`src/design/phs_ram.sv`:
```
// ----------------------------------------------------------------------------
// phs_ram
// Generic single write port RAM with one registered read port.
// ----------------------------------------------------------------------------
`default_nettype none

module phs_ram #(
    parameter int WIDTH  = 32,
    parameter int DEPTH  = 64,
    parameter int ADDR_W = (DEPTH > 1) ? $clog2(DEPTH) : 1
) (
    input  wire logic              i_clk,
    input  wire logic              i_we,
    input  wire logic [ADDR_W-1:0] i_waddr,
    input  wire logic [WIDTH-1:0]  i_wdata,
    input  wire logic [ADDR_W-1:0] i_raddr,
    output logic      [WIDTH-1:0]  o_rdata
);

    logic [WIDTH-1:0] r_mem [DEPTH];

    always_ff @(posedge i_clk) begin
        if (i_we) begin
            r_mem[i_waddr] <= i_wdata;
        end
        o_rdata <= r_mem[i_raddr];
    end

endmodule

`default_nettype wire

```
`config.mk`:
```
export PLATFORM = sky130hd
export DESIGN_NAME = phs_ram
export DESIGN_NICKNAME = d
export VERILOG_FILES = /design/src/design/phs_ram.sv
export SDC_FILE = /design/constraint.sdc
export NUM_CORES = 2
export LEC_CHECK = 0
export BUFFER_PORTS_ARGS = -buffer_cell sky130_fd_sc_hd__clkbuf_2
export CAP_MARGIN = 30
export CORE_MARGIN = 1.5
export CORE_UTILIZATION = 35
export DETAILED_ROUTE_END_ITERATION = 12
export GPL_ROUTABILITY_DRIVEN = 0
export PLACE_DENSITY = 0.56
export SKIP_LAST_GASP = 1
export SLEW_MARGIN = 40
export SYNTH_ARGS = -nofsm -noshare
export SYNTH_HDL_FRONTEND = slang
export SYNTH_SLANG_ARGS = --single-unit
```
`constraint.sdc`:
```
create_clock -name i_clk -period 5.33 [get_ports i_clk]
set_input_delay 1.066 -clock i_clk [delete_from_list [all_inputs] [get_ports i_clk]]
set_output_delay 1.066 -clock i_clk [all_outputs]
set_load 0.02 [all_outputs]
```
; Word level (Yosys, flattened, before mapping)
; Memory sizes are Yosys's and may differ from the RTL's. A register that Yosys moved wholly into a read port is not among the register bits.
; Index checks and enable logic that the tools add are counted.
[classes]
mux = 2
[ops]
columns = op, count
row1 = $mux 1, 2
[word_totals]
register_bits = 0
mem_count = 1
mem_bits_rw = 2048
[memory_table]
columns = memory, depth, word_bits, read_ports, rd_ports_with_merged_regs, wr, line
row1 = r_mem, 64, 32, 1, 1, 1, 20  ; logic [WIDTH-1:0] r_mem [DEPTH];

; Logic depth before layout (Yosys ltp)
[logic_depth]
ltp_word = 2
mapped_depth = 10
depth_no_buf = 5

; Worst setup path after synthesis
; No wires, ideal clock.
[synth_timing]
path_type = input to register
startpoint = in i_waddr[3]
endpoint = mem r_mem[48][0] (enable)
required_time_ns = 4.869
path_slack_ns = 1.104
path_stages = 4
arrival_time_ns = 3.765
path_buffers = 1
cell_sequence = clkbuf_1 > nor2b_1 > nand4b_1 > nor3_1
[synth_rtl]
columns = element, line
row1 = from (decl), 14  ; input wire logic [ADDR_W-1:0] i_waddr,
row2 = to (decl), 20
; Straight into the memory's write port.

==> results.md <==
- Status: finished, final reports clean
- Total power draw: 0.03454 W
- Sequential share of the synthesized area: 79.14%
- Largest family of logic cells by synthesized area: multiplexers
- CP max-delay cell: o22ai_1
- Slew @ Worst Pin: 0.8801 ns
- Via count: 36,810
- Syn_nets: 3,370
- Global-route wire length before repair: 291.0 mm
- Clock latency at the later pin of the worst-skew pair: 0.85 ns
- Setup ws final: 2.100 ns
- Netlist Area Pre-Place: 78,520 um2
- Leakage Power: 28.32 nW
- Startpoint Class: input port
- Reg clk slew, reported paths: 0.06 ns
- Final setup TNS: 0 ns
- # IOs: 78
- Synth Area in Compound Gates: 1.673%
- Gr ovfl total: 0
- Dpl hpwl: 120.2 mm
- Die area: 227,200 um2
- Pwr per Cell Area: 378.2 nW/um2
- Share of cells above drive strength 1: 31.73%
- Synth cell types: 34
- Slew Viols, Final: 0
- Max clock buf depth: 3
- Initial Util: 35.28%
- Synthesized instance count: 3,324
- Hold Path Class: flop to flop
- Core footprint: 222,500 um2
- Type of the worst setup path: input port to flop
- Fin. Hold Viols: 0
- DR iter-0 viols: 4,691
- Root Driver: clkbuf_16
- Peak VDD IR: 0.3692 mV
- Nets@finish: 3,698
- Buffer and inverter count on the worst path: 3
- Xor/xnor share of the synthesized area: 0%
- TritonCTS clock tree: built
- Top post-synthesis cells by area: edfxtp_1 (78%), mux4_2 (16%), mux2i_1 (1.2%)
- Simple-Gate Fraction of Synth Area: 1.265%
- Post-synthesis mux area share: 16.79%
- Initial antenna violation count: 8
- Worst Path Arrival: 3.90 ns
- Synth area leader: edfxtp_1
- Post-synthesis register bit count: 2,080
- Vias/cell: 5.403
- Synth warn: 0
- H-tree depth: 4
- Largest net degree at the start of global routing: 65
- Synth Area in Adders: 0%
- # clock sinks: 2,080
- Layout Area Growth over Synthesis: 16.32%
- Endpoint type of the worst setup path: flop
- Post-Syn Area per Cell: 23.62 um2
- Global Route Usage Sum: 17.91%
- DP Worst Slack: 1.134 ns
- Top Family by Delay on Critical Path: multiplexers
- Worst Skew: 0.03034 ns
- Post_cts resized: 0
- Fmax: 309.6 MHz
- Min Tclk post-route: 3.230 ns
- DR DRC count: 0
- Synth top area share: 78.33%
- Avg WL per Cell: 30.10 um
- CP required: 6.00 ns
- Vias in the first global route: 37,940
- TritonCTS Buffers: 209
- Postcts setup bufs: 0
- Final setup fails: 0
- Most frequent cells in the layout: edfxtp_1 (2,048), mux4_2 (544), clkbuf_16 (213)
- ANT nets after route: 0
- Cell Rows: 173
- Die Wd: 476.6 um
- Max-cap violations: 0
- Commonest non-fill, non-tap cell in the layout: edfxtp_1
- Max stage delay on crit path: 0.57 ns
- Die height: 476.6 um
- Crit Path Max Fanout: 31
- Relative slew slack: 41.19%
- Crit-path cells: buf_8 > buf_12 > buf_12 > mux4_2 > mux4_2 > o22ai_1 > nor2_1
- PortBufs: 77
- Final Cycle Share: 60.60%
- Final wirelength: 205.1 mm
- RSZ-0062 raised after global routing: no
- Worst hold slack: 0.7623 ns
- CTS Hold Bufs: 0
- DRT Pass-1 Iters: 5
==> per-layer routing <==
layer | GRT usage (%) | wire [um] | vias up
met2 | 28.82 | 99550 | 1323
met1 | 25.63 | 89110 | 20240
met3 | 2.477 | 11790 | 270
met5 | 0 | 0 | -
li1 | - | - | 14980
met4 | 4.741 | 4623 | 0
==> flip-flops by register name (all words and copies together) (netlist names) <==
name / count
o_rdata: 32
r_mem: 2048
==> power by group <==
group / leakage, nW / total, W / internal [W] / switching (W)
Combinational: 6.29 / 0.00172 / 0.000641 / 0.00108
Clock: 3.33 / 0.0146 / 0.00843 / 0.00620
Sequential: 18.7 / 0.0182 / 0.0181 / 0.0000886
Total: 28.3 / 0.0345 / 0.0272 / 0.00736
==> logic make-up after synthesis <==
logic type / count (synthesis)
compound gates: 202
buf+inv: 182
flops: 2080
mux: 637
simple gates: 223
==> cells in the mapped netlist <==
cell type     n
nand3b_1      5
nor3_1        7
mux4_2      544
or3_1         3
or3b_1        2
o22ai_1      84
dfxtp_1      32
buf_1        21
nor2b_1      15
nor2_1      137
nand4b_1      1
and2_1        2
buf_4        25
nand2b_1      8
a21oi_1      62
and3_1        4
a311oi_1      8
or2_0         1
buf_2        57
o32ai_1       4
mux2i_1      93
nand2_1      26
a31oi_1       1
edfxtp_1   2048
or3b_2        3
a22oi_1      12
o221ai_1     27
or2_2         1
nand3_1       5
or2_1         1
a41o_1        4
nand4_1       2
buf_6         5
clkbuf_1     74
==> path summary, 6_finish.rpt <==
check	start	to	slack [ns]	cells past startpoint
setup / recovery	i_raddr[0]	o_rdata[3]	2.10	7
hold / removal	r_mem[28][17]	o_rdata[17]	0.76	4
setup reg to reg	r_mem[59][3]	o_rdata[3]	2.94	4
hold reg to reg	r_mem[28][17]	o_rdata[17]	0.76	4
==> final cells by class <==
type | instances | area [um2]
Antenna cell | 2 | 5.005
Clock buffer | 276 | 5697
Clock inverter | 119 | 1141
Fill cell | 19440 | 131200
Multi-Input combinational cell | 1062 | 15990
Sequential cell | 2080 | 62140
Tap cell | 2975 | 3722
Timing Repair Buffer | 299 | 2633
==> per-stage QoR <==
| stage | instance area (um2) | cells | utilization (%) |
|---|---|---|---|
| floorplan | 78520 | 3324 | - |
| global placement | 84260 | 6405 | 37.87 |
| detailed placement | 84410 | 6412 | 37.94 |
| CTS | 91250 | 6807 | 41.01 |
| global route | 91320 | 6812 | 41.04 |
| finish | 91330 | 6813 | 41.04 |
==> worst reg2reg max path: cells and delay by family, from the launching register on <==
| kind | cells | cell delay [ns] |
|---|---|---|
| and+or+nand+nor | 1 | 0.18 |
| AOI/OAI and AO/OA | 1 | 0.58 |
| muxes | 2 | 1.04 |
| DFF | 1 | 0.43 |
Power figures use the tool's default switching activity.
