File: src/design/phs_pkg.sv
// ----------------------------------------------------------------------------
// phs_pkg
// Types, constants and helpers shared by the polyharmonic spline evaluator.
// ----------------------------------------------------------------------------
`default_nettype none

package phs_pkg;

    typedef struct packed {
        logic              kind;
        logic [5:0]        knot_slot;
        logic signed [31:0] knot_pos;
        logic signed [31:0] knot_coef;
        logic signed [31:0] query_x;
    } t_in;

    typedef struct packed {
        logic signed [47:0] interp_value;
        logic signed [47:0] slope;
        logic signed [47:0] curvature;
        logic signed [47:0] jerk;
    } t_out;

    localparam logic KIND_LOAD  = 1'b0;
    localparam logic KIND_QUERY = 1'b1;

    localparam logic [1:0] CFG_ACTIVE = 2'd0;
    localparam logic [1:0] CFG_C0     = 2'd1;
    localparam logic [1:0] CFG_C1     = 2'd2;
    localparam logic [1:0] CFG_C2     = 2'd3;

    localparam logic signed [63:0] SAT_MAX   = 64'sh7FFF_FFFF_FFFF_FFFF;
    localparam logic signed [63:0] SAT_MIN   = 64'sh8000_0000_0000_0001;
    localparam logic signed [63:0] OUT_MAX64 = 64'sh0000_7FFF_FFFF_FFFF;
    localparam logic signed [63:0] OUT_MIN64 = 64'shFFFF_8000_0000_0000;

    localparam logic signed [23:0] LN2_Q = 24'sd45426;

    // ln(1 + i/16) in Q16.16
    function automatic logic [16:0] ln_tab(input logic [4:0] i);
        logic [16:0] v;
        unique case (i)
            5'd0:    v = 17'd0;
            5'd1:    v = 17'd3973;
            5'd2:    v = 17'd7719;
            5'd3:    v = 17'd11262;
            5'd4:    v = 17'd14624;
            5'd5:    v = 17'd17821;
            5'd6:    v = 17'd20870;
            5'd7:    v = 17'd23783;
            5'd8:    v = 17'd26573;
            5'd9:    v = 17'd29248;
            5'd10:   v = 17'd31818;
            5'd11:   v = 17'd34292;
            5'd12:   v = 17'd36675;
            5'd13:   v = 17'd38975;
            5'd14:   v = 17'd41196;
            5'd15:   v = 17'd43345;
            default: v = 17'd45426;
        endcase
        return v;
    endfunction

    // add clamped to +-(2^63-1)
    function automatic logic signed [63:0] sat_add(input logic signed [63:0] a,
                                                   input logic signed [63:0] b);
        logic signed [64:0] s;
        s = {a[63], a} + {b[63], b};
        if (s[64] != s[63])
            return s[64] ? SAT_MIN : SAT_MAX;
        else if (s[63:0] == 64'h8000_0000_0000_0000)
            return SAT_MIN;
        else
            return s[63:0];
    endfunction

    function automatic logic signed [47:0] sat48(input logic signed [63:0] a);
        if (a > OUT_MAX64)
            return OUT_MAX64[47:0];
        else if (a < OUT_MIN64)
            return OUT_MIN64[47:0];
        else
            return a[47:0];
    endfunction

endpackage

`default_nettype wire

File: src/design/phs_qmul.sv
// ----------------------------------------------------------------------------
// phs_qmul
// Q16.16 signed multiply of 64 bit operands, truncated toward zero and
// saturated, built from four 32x32 partial products.
// ----------------------------------------------------------------------------
`default_nettype none

module phs_qmul (
    input  wire logic              i_clk,
    input  wire logic              i_rst_n,
    input  wire logic              i_start,
    input  wire logic signed [63:0] i_a,
    input  wire logic signed [63:0] i_b,
    output logic                   o_done,
    output logic signed [63:0]     o_y
);
    import phs_pkg::*;

    logic         r_busy;
    logic [2:0]   r_cnt;
    logic [63:0]  r_ua;
    logic [63:0]  r_ub;
    logic         r_neg;
    logic [63:0]  r_prod;
    logic [1:0]   r_sh;
    logic [127:0] r_acc;
    logic         r_done;
    logic signed [63:0] r_y;

    logic [31:0]  w_pa;
    logic [31:0]  w_pb;
    logic [1:0]   w_sh;
    logic [127:0] w_addend;
    logic [63:0]  w_mag64;
    logic         w_sat;
    logic signed [63:0] w_mag;

    always_comb begin
        w_pa = (r_cnt == 3'd2 || r_cnt == 3'd3) ? r_ua[63:32] : r_ua[31:0];
        w_pb = (r_cnt == 3'd1 || r_cnt == 3'd3) ? r_ub[63:32] : r_ub[31:0];
        unique case (r_cnt)
            3'd0:    w_sh = 2'd0;
            3'd3:    w_sh = 2'd2;
            default: w_sh = 2'd1;
        endcase
        unique case (r_sh)
            2'd0:    w_addend = {64'd0, r_prod};
            2'd1:    w_addend = {32'd0, r_prod, 32'd0};
            2'd2:    w_addend = {r_prod, 64'd0};
            default: w_addend = '0;
        endcase
        w_mag64 = r_acc[79:16];
        w_sat   = (|r_acc[127:80]) || w_mag64[63];
        w_mag   = w_sat ? SAT_MAX : $signed(w_mag64);
    end

    always_ff @(posedge i_clk) begin
        if (!i_rst_n) begin
            r_busy <= 1'b0;
            r_cnt  <= '0;
            r_done <= 1'b0;
        end else begin
            if (i_start) begin
                r_ua   <= i_a[63] ? 64'(-i_a) : 64'(i_a);
                r_ub   <= i_b[63] ? 64'(-i_b) : 64'(i_b);
                r_neg  <= i_a[63] ^ i_b[63];
                r_acc  <= '0;
                r_cnt  <= '0;
                r_busy <= 1'b1;
                r_done <= 1'b0;
            end else if (r_busy) begin
                if (r_cnt <= 3'd3) begin
                    r_prod <= w_pa * w_pb;
                    r_sh   <= w_sh;
                end
                if (r_cnt >= 3'd1 && r_cnt <= 3'd4) begin
                    r_acc <= r_acc + w_addend;
                end
                r_cnt  <= r_cnt + 3'd1;
                r_done <= (r_cnt == 3'd5);
                if (r_cnt == 3'd5) begin
                    r_y    <= r_neg ? -w_mag : w_mag;
                    r_busy <= 1'b0;
                end
            end else begin
                r_done <= 1'b0;
            end
        end
    end

    assign o_done = r_done;
    assign o_y    = r_y;

endmodule

`default_nettype wire

File: config.mk
export PLATFORM = sky130hd
export DESIGN_NAME = phs_qmul
export DESIGN_NICKNAME = d
export VERILOG_FILES = /design/src/design/phs_pkg.sv /design/src/design/phs_qmul.sv
export SDC_FILE = /design/constraint.sdc
export NUM_CORES = 2
export LEC_CHECK = 0
export ABC_AREA = 1
export BUFFER_PORTS_ARGS = -buffer_cell sky130_fd_sc_hd__buf_2
export CAP_MARGIN = 40
export CELL_PAD_IN_SITES_DETAIL_PLACEMENT = 1
export CELL_PAD_IN_SITES_GLOBAL_PLACEMENT = 1
export CORE_AREA = 2 2 385 387
export CTS_CLUSTER_SIZE = 10
export DETAILED_ROUTE_END_ITERATION = 16
export DIE_AREA = 0 0 387 389
export GPL_TIMING_DRIVEN = 0
export HOLD_SLACK_MARGIN = 0.02
export PLACE_DENSITY_LB_ADDON = 0.1
export SKIP_LAST_GASP = 1
export SLEW_MARGIN = 20
export SYNTH_ARGS = -nofsm -noshare
export SYNTH_HDL_FRONTEND = slang
export SYNTH_SLANG_ARGS = --single-unit
File: constraint.sdc
create_clock -name i_clk -period 13 [get_ports i_clk]
set_input_delay 3.25 -clock i_clk [delete_from_list [all_inputs] [get_ports i_clk]]
set_output_delay 3.25 -clock i_clk [all_outputs]
set_load 0.01 [all_outputs]
After elaboration in Yosys (flattened, before gate mapping). Cells that the tools add are included.

Reductions and logical operators: 15. Order comparisons: 3. Div/mod/pow operators: 0. Shifts and indexed selects: 0. Mux-type cells: 13. $mul: 1. $add $sub $neg: 5. Bitwise operators: 4. Equality and inequality tests: 6.

Operators by type and width (number): 128-bit case mux with 3 select lines (1); 128-bit 2-to-1 mux (2); 64-bit negator (3); 128-bit adder (1); 64-bit 2-to-1 mux (2); 63-bit 2-to-1 mux (2); 32-bit by 32-bit multiplier with 64-bit output (1); 32-bit 2-to-1 mux (2); 48-bit OR reduction (1); 4-bit AND reduction (2); 3-bit by 2-bit equality test with 1-bit output (second input constant) (2); 2-bit case mux with 2 select lines (1); 2-bit nonzero test (2); 3-bit by 1-bit adder with 3-bit output (second input constant) (1); 3-bit by 1-bit equality test with 1-bit output (second input constant) (1); 3-bit equality test (second input constant) (1); 3-bit by 1-bit greater-or-equal comparator with 1-bit output (second input constant) (1); 3-bit by 2-bit less-or-equal comparator with 1-bit output (second input constant) (1); 3-bit less-or-equal comparator (second input constant) (1); 3-bit logical NOT (1); 1-bit logical OR (3); 1-bit 2-to-1 mux (3); 1-bit NOT (3); 3-bit AND reduction (1); other kinds (8) (8).

Bits in latches: 0. Flip-flop bits (word level): 392. Memory bits (writable): 0. Memories: 0. Word-level logic and storage cells: 59. ROM bits: 0.

Logic depth before layout (Yosys ltp).
Word-level depth: 5. Mapped depth: 38. Gate-level depth less buffers: 36.

Worst setup path before layout. No wires, ideal clock.

Path kind: input-to-reg. Start point: input port i_rst_n. End point: register r_acc[0] (enable). Slack: -0.519 ns. Data required time: 12.197 ns. Arrival: 12.716 ns. Stages on the path: 2. Buffers on the path: 0. Cells stage by stage: nand2_1 -> o31ai_1.

Longest elaborated chain between the ends: 1.

RTL lines: start: declaration (RTL line phs_qmul.sv:10) `input wire logic i_rst_n,`; 3-bit AND reduction (no source line); end signal: assignment (RTL line phs_qmul.sv:77) `r_acc <= r_acc + w_addend;`; end: declaration (RTL line phs_qmul.sv:26) `logic [127:0] r_acc;`.

No other way between the ends. A chain may end at the register's enable or synchronous reset.

Final worst setup path.
Start point: register r_cnt[1]. End point: register r_prod[56] (data pin).

Longest elaborated chain between the ends: 4. Elaborated cells between the ends (all ways): 8. Those cells by class: mul: 1; eq/ne: 3; mux: 2; reduce/logical: 2.

RTL lines: start: declaration (RTL line phs_qmul.sv:20) `logic [2:0] r_cnt;`; start signal: assignment (RTL line phs_qmul.sv:79) `r_cnt <= r_cnt + 3'd1;`; 3-bit by 2-bit equality test with 1-bit output (tied with other cells) (RTL line phs_qmul.sv:39) `w_pa = (r_cnt == 3'd2 || r_cnt == 3'd3) ? r_ua[63:32] : r_ua[31:0];`; 1-bit logical OR, on equally long branches (RTL line phs_qmul.sv:39, phs_qmul.sv:40); 32-bit 2-to-1 mux, on equally long branches (RTL line phs_qmul.sv:39, phs_qmul.sv:40); 32-bit by 32-bit multiplier with 64-bit output * (RTL line phs_qmul.sv:73) `r_prod <= w_pa * w_pb;`; end signal: assignment (RTL line phs_qmul.sv:73); end: declaration (RTL line phs_qmul.sv:24) `logic [63:0] r_prod;`.

Mark *: on every way between the ends. The rest lies on a longest branch, timed or not.

==> summary.md <==
| Metric | Value |
|---|---|
| Mapped Area | `between 0.06 and 0.07 mm2` |
| Met3 Track Usage GR | `0.0732` |
| Routability congestion estimate | `1.10` |
| CP Class | `flip-flop to flip-flop` |
| Final core utilization | `0.483` |
| Reg2Reg Setup Slack | `~1900 ps` |
| Post-layout min period | `between 10000 and 15000 ps` |
| Worst-Margin Slew | `around 960 ps` |
| Max Clk Rate | `between 90 and 100 MHz` |
| Num CTS Buffers | `53` |
| CP max stage cell | `clkinv_1` |
| Initial DRC Count | `approximately 4600` |
| Detailed-route wire length | `around 300000 um` |
| Rows | `around 140` |
| Clock Path Buffers | `3` |
| Detailed placement HPWL | `approximately 260000 um` |
| Met2 Usage GRT | `0.677` |
| Top cell type's share of synthesized area | `0.280` |
| Max cap viols | `0` |
| Synth warnings | `0` |
| Clock sinks | `roughly 390` |
| Clock Pin Slew Worst Setup and Hold Paths | `~60 ps` |
| Critical path arrival | `11480 ps` |
| Vias | `between 60000 and 70000` |
| Critical path launch point | `r_cnt[1]$_SDFFE_PN0P_` |
| Vert. Die Dim | `between 300 and 400 um` |
| IO Count | `a little under 200` |
| FF-to-FF path depth | `33` |
| Slew Limit Fails | `0` |
| Worst path required time | `between 10000 and 15000 ps` |
| Global-route wire length before repair | `440000 um` |
| Worst hold path class | `flip-flop to flip-flop` |
| CORE AREA | `~0.15 mm2` |
| Later-pin clock latency in the skew report | `roughly 720 ps` |
| Post-synth EDFFs | `around 390` |
| Pre-antenna DRT Iters | `5` |
| # fillers | `roughly 18000` |
| Peak fanout along the critical path | `10` |
| Synth area leaders | `fa_1, edfxtp_1, inv_1` |
| Main flop type after synthesis | `edfxtp_1` |
| Share of cells above drive strength 1 | `0.0578` |
| Syn nets | `just under 10000` |
| GR Layer Usage met1 | `0.462` |
| GRT Total Usage | `0.405` |
| Count of cell types in the netlist | `55` |
| Most crowded layer after global routing | `met2` |
| Setup slack at placement | `2300 ps` |
| Setup crit end kind | `flip-flop` |
| CP max stage delay | `between 1000 and 1500 ps` |
| Avg Cell Area, Syn | `~7.5 um2` |
| Root Driver | `clkbuf_16` |
| Cts hold-fix bufs | `0` |
| Synth top cells by count | `inv_1, nand2_1, nor2_1` |
| Fin Clk Skew | `roughly 67 ps` |
| Largest net degree at the start of global routing | `80` |
| Die Area | `0.151 mm2` |
| R2r endpoint | `r_prod[56]$_DFFE_PP_` |
| Min-delay src | `r_busy$_SDFF_PN0_` |
| FF-to-FF Start | `r_cnt[1]$_SDFFE_PN0P_` |
| Nets | `a little over 10000` |
| CTS tree | `done` |
| Post-CTS setup buffer count | `0` |
| RSZ-0062 raised after global routing | `false` |
| Yosys reg bits | `392` |
| Worst hold endpoint | `r_cnt[2]$_SDFFE_PN0P_` |
| Wire length per cell | `approximately 28 um` |
| Port Buf Inserts | `193` |
| WHS Path Cells | `1` |
| Most frequent cell after synthesis | `inv_1` |
| Antenna-violating nets left | `0` |
| Initial antenna violation count | `12` |
| DRC | `0` |
| Htree depth | `2` |
| Final Hold Viols | `0` |
| Synth-to-Final Area Change | `10.5%` |
| Vias in the first global route | `roughly 66000` |
| Total grt overflow | `0` |
| Final setup fails | `0` |
| # resized after CTS | `0` |
| Leading area contributor after synthesis | `fa_1` |
| DR vias/cell | `roughly 5.7` |
| Status | `finished clean` |
| Syn Inst Count | `~8500` |
| Slew headroom | `0.362` |
| CP startpoint kind | `flip-flop` |
| Sequential area share after synthesis | `0.183` |
| Worst setup margin | `a little under 2000 ps` |
| Fin crit share | `0.852` |
| Initial Util | `0.437` |
| Ys async rst share | `0` |
| Die Span X | `between 300 and 400 um` |
| Most frequent CP cell | `fa_1` |
| Min Hold Slack | `between 500 and 600 ps` |
-- critical path, delay by kind of cell, from the launching register on --
kind	cells	cell delay, ps
fa+ha+maj	11	4790
buf+inv	10	2570
simple gates	9	2170
compound gates	2	640
flops	1	380
xor+xnor	1	150
-- per-layer routing --
metal	vias up	wire, um
met4	14	28900
met3	988	23000
met5	-	100
li1	27000	-
met2	2789	143000
met1	30700	112000
-- worst max-delay path by stage --
stage | slack (ps) | to | cells after the start
floorplan | 3490 | r_acc[0]$_SDFFCE_PP0P_ | 2
finish | 1920 | r_prod[56]$_DFFE_PP_ | 33
detailed placement | 2300 | r_prod[56]$_DFFE_PP_ | 33
CTS | 2210 | r_prod[56]$_DFFE_PP_ | 33
global route | 1710 | r_prod[56]$_DFFE_PP_ | 33
global placement | -1230 | r_acc[120]$_SDFFCE_PP0P_ | 3
-- state kept, by name, indices dropped and copies added (netlist names) --
name	flops
r_acc	128
o_y	64
r_ub	64
o_done	1
r_busy	1
r_ua	64
r_sh	2
r_neg	1
r_prod	64
r_cnt	3
-- cells in the final DEF, fill, tap and decap left out, types with 60 or more instances in the layout --
master / n
a21oi_1: 456
buf_2: 204
buf_6: 74
clkbuf_1: 203
edfxtp_1: 387
fa_1: 897
ha_1: 399
inv_1: 1742
nand2_1: 1546
nand3_1: 211
nand4_1: 60
nor2_1: 1544
nor3_1: 84
o21ai_0: 346
o22ai_1: 65
xnor2_1: 82
xor2_1: 132
-- cells by family (layout without fill, tap and decap cells) --
family          count (synthesis)  after routing  share of synthesized area
compound gates               1070           1070                     0.0901
xor+xnor                      214            214                     0.0293
fa+ha+maj                    1296           1296                      0.358
buf+inv                      1998           2410                      0.118
flops                         392            392                      0.183
other cells                     0             11                          0
simple gates                 3538           3538                      0.221
-- area by class of cell --
class,count,area (um2),area share
Buffer,231,963,0.0136
Inverter,1767,6640,0.0938
Timing Repair Buffer,319,2370,0.0334
Clock inverter,23,334,0.00472
Clock buffer,70,1440,0.0203
Multi-Input combinational cell,6118,44900,0.634
Tap cell,1930,2410,0.0341
Sequential cell,392,11700,0.166
Antenna cell,11,27.5,0.000389
-- stage by stage --
stage	setup TNS (ps)	cell area [um2]	instances
finish	0	70800	10900
CTS	0	70700	10800
floorplan	0	64100	8508
global placement	-153090	67400	10600
detailed placement	0	68900	10800
global route	0	70800	10900
Power is not shown: default switching activity piles up to over one toggle a cycle in this logic, so the estimate is an artifact.
